--- config.mk ---
export PLATFORM = sky130hd
export DESIGN_NAME = vict_cfg
export DESIGN_NICKNAME = d
export VERILOG_FILES = /design/src/hw/rtl/vict_pkg.sv /design/src/hw/rtl/vict_cfg.sv
export SDC_FILE = /design/constraint.sdc
export NUM_CORES = 1
export LEC_CHECK = 0
export BUFFER_PORTS_ARGS = -buffer_cell sky130_fd_sc_hd__buf_2
export CAP_MARGIN = 10
export CORE_MARGIN = 1.5
export CORE_UTILIZATION = 40
export DETAILED_ROUTE_END_ITERATION = 10
export HOLD_SLACK_MARGIN = 0.12
export PLACE_DENSITY_LB_ADDON = 0.3
export SYNTH_ARGS = -nofsm -noshare
export SYNTH_HDL_FRONTEND = slang
export SYNTH_SLANG_ARGS = --single-unit
--- constraint.sdc ---
create_clock -name clk -period 7.9 [get_ports clk]
set_input_delay 2.37 -clock clk [delete_from_list [all_inputs] [get_ports clk]]
set_output_delay 2.37 -clock clk [all_outputs]
set_load 0.05 [all_outputs]
--- src/hw/rtl/vict_pkg.sv ---
// vict_pkg: widths, register indexes, part codes and shared structs for the
// voxel-in-capsule test unit. Depends on nothing; used by every vict module.
`default_nettype none

package vict_pkg;

	// field widths
	localparam int COORD_BITS     = 16;
	localparam int DIAM_FRAC_BITS = 4;
	localparam int DIAM_W         = 12;
	localparam int DATA_W         = 32;
	localparam int ADDR_W         = 5;
	localparam int REG_IDX_W      = ADDR_W - 2;

	// datapath widths, derived from the coordinate, fraction and diameter widths
	localparam int DIFF_W = COORD_BITS + 1;            // signed coordinate difference
	localparam int PROD_W = 2 * DIFF_W;                // signed product of two differences
	localparam int SQ_W   = 2 * COORD_BITS;            // one squared difference
	localparam int SUM_W  = SQ_W + 2;                  // sum of three squares
	localparam int DOT_W  = PROD_W + 1;                // signed dot product
	localparam int CRS_W  = PROD_W + 1;                // signed cross product component
	localparam int MAG_W  = CRS_W - 1;                 // magnitude of a cross component
	localparam int LO_W   = (MAG_W + 1) / 2;           // low half of a magnitude
	localparam int HI_W   = MAG_W - LO_W;              // high half of a magnitude
	localparam int CSQ_W  = 2 * MAG_W;                 // squared cross component
	localparam int CS_W   = CSQ_W + 2;                 // squared cross product length
	localparam int SH_K   = 2 * DIAM_FRAC_BITS + 2;    // scale of squared distances
	localparam int DSQ_W  = 2 * DIAM_W;                // squared diameter
	localparam int LL_W   = (SUM_W + 1) / 2;           // low half of the squared length
	localparam int LH_W   = SUM_W - LL_W;              // high half of the squared length
	localparam int D2L_W  = SUM_W + DSQ_W;             // squared diameter times squared length
	localparam int CMP_W  = (CS_W + SH_K > D2L_W) ? CS_W + SH_K : D2L_W;
	localparam int EP_W   = (SUM_W + SH_K > DSQ_W) ? SUM_W + SH_K : DSQ_W;

	// register indexes
	localparam logic [REG_IDX_W-1:0] REG_START_X = REG_IDX_W'(0);
	localparam logic [REG_IDX_W-1:0] REG_START_Y = REG_IDX_W'(1);
	localparam logic [REG_IDX_W-1:0] REG_START_Z = REG_IDX_W'(2);
	localparam logic [REG_IDX_W-1:0] REG_END_X   = REG_IDX_W'(3);
	localparam logic [REG_IDX_W-1:0] REG_END_Y   = REG_IDX_W'(4);
	localparam logic [REG_IDX_W-1:0] REG_END_Z   = REG_IDX_W'(5);
	localparam logic [REG_IDX_W-1:0] REG_DIAM    = REG_IDX_W'(6);

	localparam logic [DIAM_W-1:0] DIAM_RST = DIAM_W'(16);
	localparam logic [DSQ_W-1:0]  DSQ_RST  = DSQ_W'(256);

	// nearest part codes
	localparam logic [1:0] PART_MID   = 2'd0;
	localparam logic [1:0] PART_START = 2'd1;
	localparam logic [1:0] PART_END   = 2'd2;
	localparam logic [1:0] PART_DEGEN = 2'd3;

	// configuration as seen by the datapath
	typedef struct packed {
		logic [COORD_BITS-1:0] start_x;
		logic [COORD_BITS-1:0] start_y;
		logic [COORD_BITS-1:0] start_z;
		logic [COORD_BITS-1:0] end_x;
		logic [COORD_BITS-1:0] end_y;
		logic [COORD_BITS-1:0] end_z;
		logic [DSQ_W-1:0]      dsq;
	} cfg_t;

	// geometry sums handed from the front end to the back end
	typedef struct packed {
		logic [SUM_W-1:0]            len_sq;
		logic [SUM_W-1:0]            st_sq;
		logic [SUM_W-1:0]            end_sq;
		logic [DOT_W-1:0]            dot;
		logic [2:0][MAG_W-1:0]       cmag;
	} geom_t;

endpackage

`default_nettype wire

--- src/hw/rtl/vict_cfg.sv ---
// vict_cfg: APB register file for the segment end points and the diameter,
// plus the registered squared diameter. Depends on vict_pkg.
`default_nettype none

module vict_cfg (
	input  wire logic                         clk,
	input  wire logic                         arst_n,
	input  wire logic                         psel,
	input  wire logic                         penable,
	input  wire logic                         pwrite,
	input  wire logic [vict_pkg::ADDR_W-1:0]  paddr,
	input  wire logic [vict_pkg::DATA_W-1:0]  pwdata,
	output logic      [vict_pkg::DATA_W-1:0]  prdata,
	output logic                              pready,
	output vict_pkg::cfg_t                    cfg
);

	logic [vict_pkg::COORD_BITS-1:0] start_x_q, start_y_q, start_z_q;
	logic [vict_pkg::COORD_BITS-1:0] end_x_q, end_y_q, end_z_q;
	logic [vict_pkg::DIAM_W-1:0]     diam_q;
	logic [vict_pkg::DSQ_W-1:0]      dsq_q;
	logic [vict_pkg::REG_IDX_W-1:0]  idx;
	logic                            wr_en;

	assign pready = 1'b1;
	assign idx    = paddr[vict_pkg::ADDR_W-1:2];
	assign wr_en  = psel && penable && pwrite;

	// register writes; the squared diameter follows in the next cycle
	always_ff @(posedge clk or negedge arst_n) begin
		if (!arst_n) begin
			start_x_q <= '0;
			start_y_q <= '0;
			start_z_q <= '0;
			end_x_q   <= '0;
			end_y_q   <= '0;
			end_z_q   <= '0;
			diam_q    <= vict_pkg::DIAM_RST;
			dsq_q     <= vict_pkg::DSQ_RST;
		end else begin
			dsq_q <= vict_pkg::DSQ_W'(diam_q) * vict_pkg::DSQ_W'(diam_q);
			if (wr_en) begin
				case (idx)
					vict_pkg::REG_START_X: start_x_q <= pwdata[vict_pkg::COORD_BITS-1:0];
					vict_pkg::REG_START_Y: start_y_q <= pwdata[vict_pkg::COORD_BITS-1:0];
					vict_pkg::REG_START_Z: start_z_q <= pwdata[vict_pkg::COORD_BITS-1:0];
					vict_pkg::REG_END_X:   end_x_q   <= pwdata[vict_pkg::COORD_BITS-1:0];
					vict_pkg::REG_END_Y:   end_y_q   <= pwdata[vict_pkg::COORD_BITS-1:0];
					vict_pkg::REG_END_Z:   end_z_q   <= pwdata[vict_pkg::COORD_BITS-1:0];
					vict_pkg::REG_DIAM:    diam_q    <= pwdata[vict_pkg::DIAM_W-1:0];
					default: ;
				endcase
			end
		end
	end

	// read mux
	always_comb begin
		case (idx)
			vict_pkg::REG_START_X: prdata = vict_pkg::DATA_W'(start_x_q);
			vict_pkg::REG_START_Y: prdata = vict_pkg::DATA_W'(start_y_q);
			vict_pkg::REG_START_Z: prdata = vict_pkg::DATA_W'(start_z_q);
			vict_pkg::REG_END_X:   prdata = vict_pkg::DATA_W'(end_x_q);
			vict_pkg::REG_END_Y:   prdata = vict_pkg::DATA_W'(end_y_q);
			vict_pkg::REG_END_Z:   prdata = vict_pkg::DATA_W'(end_z_q);
			vict_pkg::REG_DIAM:    prdata = vict_pkg::DATA_W'(diam_q);
			default:               prdata = '0;
		endcase
	end

	assign cfg.start_x = start_x_q;
	assign cfg.start_y = start_y_q;
	assign cfg.start_z = start_z_q;
	assign cfg.end_x   = end_x_q;
	assign cfg.end_y   = end_y_q;
	assign cfg.end_z   = end_z_q;
	assign cfg.dsq     = dsq_q;

endmodule

`default_nettype wire

Word-level counts from Yosys, hierarchy flattened

Index checks and enable logic that the tools add are counted.

Bits in registers: 132
Latch bits: 0
Bits in writable memories: 0
Memory bits (read-only): 0
Bits of input ports: 42
Output and inout bits: 153
Logic and storage cells: 26
Memories kept: 0

$add $sub $neg: 0
$mul: 1
Div/mod/pow operators: 0
Order comparisons: 0
Eq/ne operators: 6
Shift operators: 0
Muxes and demuxes: 1
Bitwise operators: 0
Reductions and logical operators: 10

Operators by type and width:

| operator                                       | count |
|---|---|
| case mux 16 bit (7 select lines)               | 1 |
| multiplier 12 x 12 -> 24 bit                   | 1 |
| AND reduction 2 bit                            | 7 |
| == test 3 bit (second input constant)          | 3 |
| == test 3 x 2 -> 1 bit (second input constant) | 2 |
| == test 3 x 1 -> 1 bit (second input constant) | 1 |
| logical NOT 3 bit                              | 1 |
| logical AND 1 bit                              | 2 |

Longest topological paths before layout

Gate-level depths: netlist (run 1).

Depth in word-level cells: 3
Gate-level depth with buffers: 22
Depth with buffers taken out: 20

Worst setup path before layout (run 1)

No wires, ideal clock.

Path type: input port to output port
Start: in paddr[2] in the netlist's numbering
End: out prdata[5] in the netlist's numbering
Data arrival time: 4.346 ns
Data required time: 5.530 ns
Slack: 1.184 ns
Stages: 6
Cells stage by stage: buf_6 > buf_2 > buf_4 > buf_2 > a221oi_1 > o21ai_0

Word-level cells in the longest chain between the ends: 2
Elaborated cells on any way between the ends: 8
Those cells by class: 6 x eq/ne; 1 x mux; 1 x reduce/logical

RTL lines:

| item                                  | line           | source |
|---|---|---|
| start: declaration                    | vict_cfg.sv:11 | `input wire logic [vict_pkg::ADDR_W-1:0] paddr,` |
| == test 3 bit (tied with other cells) | vict_cfg.sv:59 | `case (idx)` |
| case mux 16 bit (7 select lines) (*)  | vict_cfg.sv:59 |  |
| end: declaration                      | vict_cfg.sv:13 | `output logic [vict_pkg::DATA_W-1:0] prdata,` |

Mark *: on every way between the ends. The rest lies on a longest branch, timed or not.

Worst setup path in the final report (run 1)

Start: in paddr[2] in the netlist's numbering
End: out prdata[6] in the netlist's numbering

The elaborated chain is that of the path after synthesis.

==> out/results.tsv, run 1 <==
metric	value	unit
Slew @ Worst Pin	1.20	ns
vias in the first global route	7018	
CTS tree	built	
Crit path top cell by count	buf_2	
Die Y-Extent	158	um
Worst Path Buf+Inv	3	
synth top area cells	dfrtp_1, fa_1, mux2_2	
drt drc	0	
Via density	4.96	
worst hold-check path type	reg2reg	
Overflow after GRT	0	
Nets	1188	
clock-pin slew on the worst setup and hold paths	0.06	ns
Area growth syn-to-layout	16.7	%
largest net degree at the start of global routing	94	
Mapped Area	9640	um^2
CP Cell Sequence	buf_2 > buf_4 > mux4_2 > mux2_2 > buf_2	
Buffers on Ports	158	
Reg-to-Reg Start	diam_q[6]$_DFFE_PN0P_	
Num CTS Buffers	17	
pre-CTS setup slack	1.36	ns
hold path cells	1	
fin crit period	6.52	ns
initial antenna violation count	0	
Num Clock Sinks	131	
Setup Fix Bufs, Post-CTS	0	
Max Transition Viols Final	0	
Worst Path Required	5.53	ns
HPWL Detailed	17300	um
R2R setup slack	2.61	ns
final WL	23100	um
Die Span X	158	um
Worst Hold End	end_y_q[9]$_DFFE_PN0P_	
MaxCap Viol Count	0	
Cells after Synth	861	
Std-Cell Rows	56	
die area	25100	um^2
Clock Tree Root	clkbuf_16	
fin worst setup slack	1.38	ns
ANT cells	0	
RR Endpoint	dsq_q[21]$_DFF_PN0_	
RSZ-0062 raised after global routing	false	
CTS resizes	0	
share of cells above drive strength 1	32.6	%
crit path launch type	input port	
slew margin rel.	20.0	%
TNS Setup	0	ns
syn_area_per_cell	11.2	um^2
htree depth	4	
Final ANT Viol Nets	0	
CP arrival	4.15	ns
sequential area share after synthesis	34.0	%
drt pass-1 iters	4	
max frequency	153	MHz
number of synthesized flops with an enable pin	0	
Yosys Warn Count	0	
fin crit share	82.5	%
worst-path fanout max	17	
post-synthesis register bit count	131	
IO Pins	195	
initial drt markers	284	
Setup CP Type	in2out	
R2R cell count	17	
slowest stage delay, CP	0.51	ns
CTS Buffer Depth	2	
core footprint	23500	um^2
hold path start	end_y_q[9]$_DFFE_PN0P_	
CP endpoint kind	primary output	
Routed wire per std cell	17.2	um
initial core utilization	41.0	%
Final Hold Fails	0	
hold buffers post-CTS	0	
top cell family by delay on the critical path	buffers and inverters	
clk_lat worst skew	0.42	ns
routability cong.	0.817	
Setup-failing EPs final	0	
clk_skew	0.00450	ns
status	finished clean	
Netlist cell types	58	
filler cell count	2234	
Hold Slack	0.524	ns
async set-reset flop share out of synthesis	100	%
first-pass GRT wire length	37300	um
post-synth top area cell	dfrtp_1	
Synth Flop Type	dfrtp_1	
Slowest-stage cell, CP	mux4_2	
Tot GR Track Use	19.4	%
via count	6661	
Yosys top cell area share	33.5	%
==> metrics by stage <==
| stage | instances | cell area, um^2 | util [%] |
|---|---|---|---|
| floorplan | 877 | 9700 | - |
| global placement | 1310 | 10700 | 45.3 |
| detailed placement | 1310 | 10700 | 45.3 |
| CTS | 1342 | 11300 | 47.8 |
| global route | 1342 | 11300 | 47.8 |
| finish | 1342 | 11300 | 47.8 |
==> logic make-up after synthesis <==
kind of cell,share of synthesized area [%]
other,0.0779
adders and majority gates,23.7
DFF,34.0
buffers and inverters,8.19
muxes,17.4
and+or+nand+nor,8.06
xor gates and xnor gates,2.27
AOI/OAI and AO/OA,6.25
==> cell usage after synthesis, drive strengths merged (4+ instances only) <==
master  number
nand2b       6
xor2         4
ha          58
mux2       117
a21oi       26
nand2       43
nor2b       10
buf         35
o21ai       27
and2        42
a22oi        6
fa          78
nand3        6
dfrtp      129
inv        127
a31oi        4
nor2        30
clkbuf      18
mux2i       19
mux4         6
xnor2       21
==> cells in the final DEF (no fill, tap or decap), types with 6 or more instances in the layout <==
master     count
nand2_1       43
xnor2_1       21
and2_1        42
clkbuf_16     17
conb_1        18
a22oi_1        6
dfrtp_1      129
nor2b_1       10
buf_2        157
nand2b_1       6
mux2_4        10
nor2_1        25
nand3_1        6
fa_1          78
o21ai_0       24
mux2_2       107
mux4_2         6
a21oi_1       26
mux2i_1       19
buf_4          8
ha_1          58
inv_1        127
==> layer usage <==
layer	part of all wire, %	wire length [um]	GRT usage [%]	vias to the layer above
met5	0	0	0	-
met4	1.1	259	4.98	0
met3	6.9	1590	6.15	18
met2	48	11000	32.0	172
met1	44	10200	24.7	3366
li1	-	-	-	3105
==> worst max-delay path by stage <==
stage,end,start,depth (start not counted),slack (ns)
after CTS,prdata[6],paddr[2],5,1.35
final,prdata[6],paddr[2],5,1.38
after global placement,prdata[6],paddr[2],5,1.36
after floorplan,prdata[5],paddr[2],6,1.18
after detailed placement,prdata[6],paddr[2],5,1.36
after global routing,prdata[9],paddr[2],9,1.25
==> sequential cells by signal, indices dropped and copies added, names as in the netlist <==
name / count
end_x_q: 16
end_y_q: 16
start_y_q: 16
start_x_q: 16
dsq_q: 23
end_z_q: 16
diam_q: 12
start_z_q: 16
==> area by class of cell <==
class                   count  area [um^2]  area share [%]
flip-flops and latches    131         3280            29.2
well taps                 319          399            3.55
clock buffers              20          457            4.06
multi-input cells         565         5630            50.1
clock inverters            12          121            1.08
repair buffers            167          877            7.80
inverters                 128          482            4.28
Power of run 1 is not shown: default switching activity piles up to over one toggle a cycle in this logic, so the estimate is an artifact.
==> run 2, diff against run 1 <==
==> constraint.sdc (replaced) <==
create_clock -name clk -period 5.3 [get_ports clk]
set_input_delay 1.59 -clock clk [delete_from_list [all_inputs] [get_ports clk]]
set_output_delay 1.59 -clock clk [all_outputs]
set_load 0.05 [all_outputs]
==> out/results.tsv, run 2 (synthesis results as in run 1) <==
metric	value	unit
status	finished clean	
via count	6763	
Final ANT Viol Nets	0	
Setup CP Type	reg2reg	
clk_skew	0.00662	ns
Crit path top cell by count	fa_1	
worst hold-check path type	reg2reg	
Num Clock Sinks	131	
die area	25100	um^2
routability cong.	0.801	
Biggest register	dsq_q	
Routed wire per std cell	17.0	um
max frequency	200	MHz
vias in the first global route	7021	
Post-DP Area	10900	um^2
RSZ-0062 raised after global routing	false	
PwrDens	740	nW/um^2
Final Hold Fails	0	
hold path start	start_y_q[0]$_DFFE_PN0P_	
Die Span X	158	um
Setup Fix Bufs, Post-CTS	0	
most frequent cells in the layout	buf_2, dfrtp_1, inv_1, mux2_2, fa_1	
initial core utilization	41.0	%
Hold Slack	0.527	ns
clk_lat worst skew	0.42	ns
Tot GR Track Use	19.5	%
htree depth	4	
Overflow after GRT	0	
Max Transition Viols Final	0	
Buffers on Ports	158	
initial drt markers	212	
CP arrival	5.34	ns
Worst Path Required	5.64	ns
Setup crit start	diam_q[5]$_DFFE_PN0P_	
core footprint	23500	um^2
HPWL Detailed	17800	um
CTS Buffer Depth	2	
slew margin rel.	46.2	%
CP Cell Sequence	and2_1 > ha_1 > xor2_1 > fa_1 > inv_1 > fa_1 > fa_1 > inv_1 > fa_1 > inv_1 > ha_1 > a21o_1 > a211o_1 > o21ai_1 > o32ai_1 > o21ai_0 > xnor2_1	
Std-Cell Rows	56	
fin crit share	94.2	%
Die Y-Extent	158	um
share of cells above drive strength 1	34.6	%
max FFs per register	23	
Pleak	0.00602	uW
Area growth syn-to-layout	19.8	%
TNS Setup	0	ns
Reg-to-Reg Start	diam_q[5]$_DFFE_PN0P_	
Setup-failing EPs final	0	
MaxCap Viol Count	0	
Post-Layout Inst Area	11600	um^2
Slowest-stage cell, CP	dfrtp_1	
clock-pin slew on the worst setup and hold paths	0.06	ns
drt drc	0	
IO Pins	195	
Clock Tree Root	clkbuf_16	
Nets	1217	
ANT cells	0	
CTS tree	built	
fin crit period	4.99	ns
Slew @ Worst Pin	0.806	ns
slowest stage delay, CP	0.59	ns
final WL	23300	um
worst-path fanout max	11	
largest net degree at the start of global routing	83	
leading cell type in the layout, fill and taps excluded	buf_2	
peak supply drop	0.408	mV
CP endpoint kind	flop	
Via density	4.94	
drt pass-1 iters	4	
initial antenna violation count	0	
crit path launch type	flop	
Num CTS Buffers	17	
first-pass GRT wire length	37700	um
## run 2: cell types whose count changed in the layout (fill, tap and decap cells not counted)
cell / previous run / this run
a2111oi_0: 2 / 1
a2111oi_2: 0 / 1
buf_4: 8 / 37
bufinv_16: 1 / 5
clkinv_2: 2 / 1
clkinv_4: 4 / 2
clkinvlp_4: 1 / 2
inv_6: 5 / 2
nor2_1: 25 / 24
nor2_2: 5 / 6
## run 2: area by class of cell
cell class,count,area [um^2]
sequential,131,3280
inverter,128,482
timing repair buffer,196,1090
multi-input combinational,565,5640
fill,2183,12000
clock inverter,11,200
clock buffer,20,457
tap,319,399
## run 2: repair_timing
item,in CTS,in global routing
hold endpoints to repair,0,0
gates resized for setup,0,3
hold buffers,0,0
setup endpoints to repair,0,2
## run 2: critical path, delay by kind of cell, from the launching register on
| family | cells | cell delay [ns] |
|---|---|---|
| DFF | 1 | 0.59 |
| buffers and inverters | 3 | 0.17 |
| adders and majority gates | 6 | 2.41 |
| AOI/OAI and AO/OA | 5 | 1.17 |
| xor gates and xnor gates | 2 | 0.33 |
| and+or+nand+nor | 1 | 0.25 |
## run 2: power by group
group / internal [uW] / switching (uW)
combinational: 2230 / 3510
clock: 862 / 469
sequential: 1310 / 176
total: 4400 / 4160
## run 2: metal layers
| metal | GRT usage (%) | routed length [um] | vias to the layer above |
|---|---|---|---|
| met3 | 5.28 | 1350 | 20 |
| met2 | 32.9 | 11300 | 154 |
| met4 | 4.18 | 198 | 0 |
| li1 | - | - | 3160 |
| met1 | 25.2 | 10400 | 3429 |
| met5 | 0 | 0 | - |
## run 2: through the flow
stage	setup slack (ns)	total power (uW)	cells	utilization (%)
after floorplan	0.144	5960	877	-
after global placement	0.279	7160	1339	46.3
after detailed placement	0.234	7220	1339	46.3
after CTS	0.219	8630	1370	49.0
after global routing	0.00863	9450	1370	49.1
final	0.306	8550	1370	49.1
## run 2: final timing paths
check | slack (ns) | to | cells after the start
max | 0.31 | dsq_q[22]$_DFF_PN0_ | 17
min | 0.53 | start_y_q[0]$_DFFE_PN0P_ | 1
max reg2reg | 0.31 | dsq_q[22]$_DFF_PN0_ | 17
min reg2reg | 0.53 | start_y_q[0]$_DFFE_PN0P_ | 1
max in group asynchronous | 3.20 | start_z_q[14]$_DFFE_PN0P_ | 2
min in group asynchronous | 1.20 | dsq_q[19]$_DFF_PN0_ | 1
No activity file was read; power rests on OpenSTA's default activity.
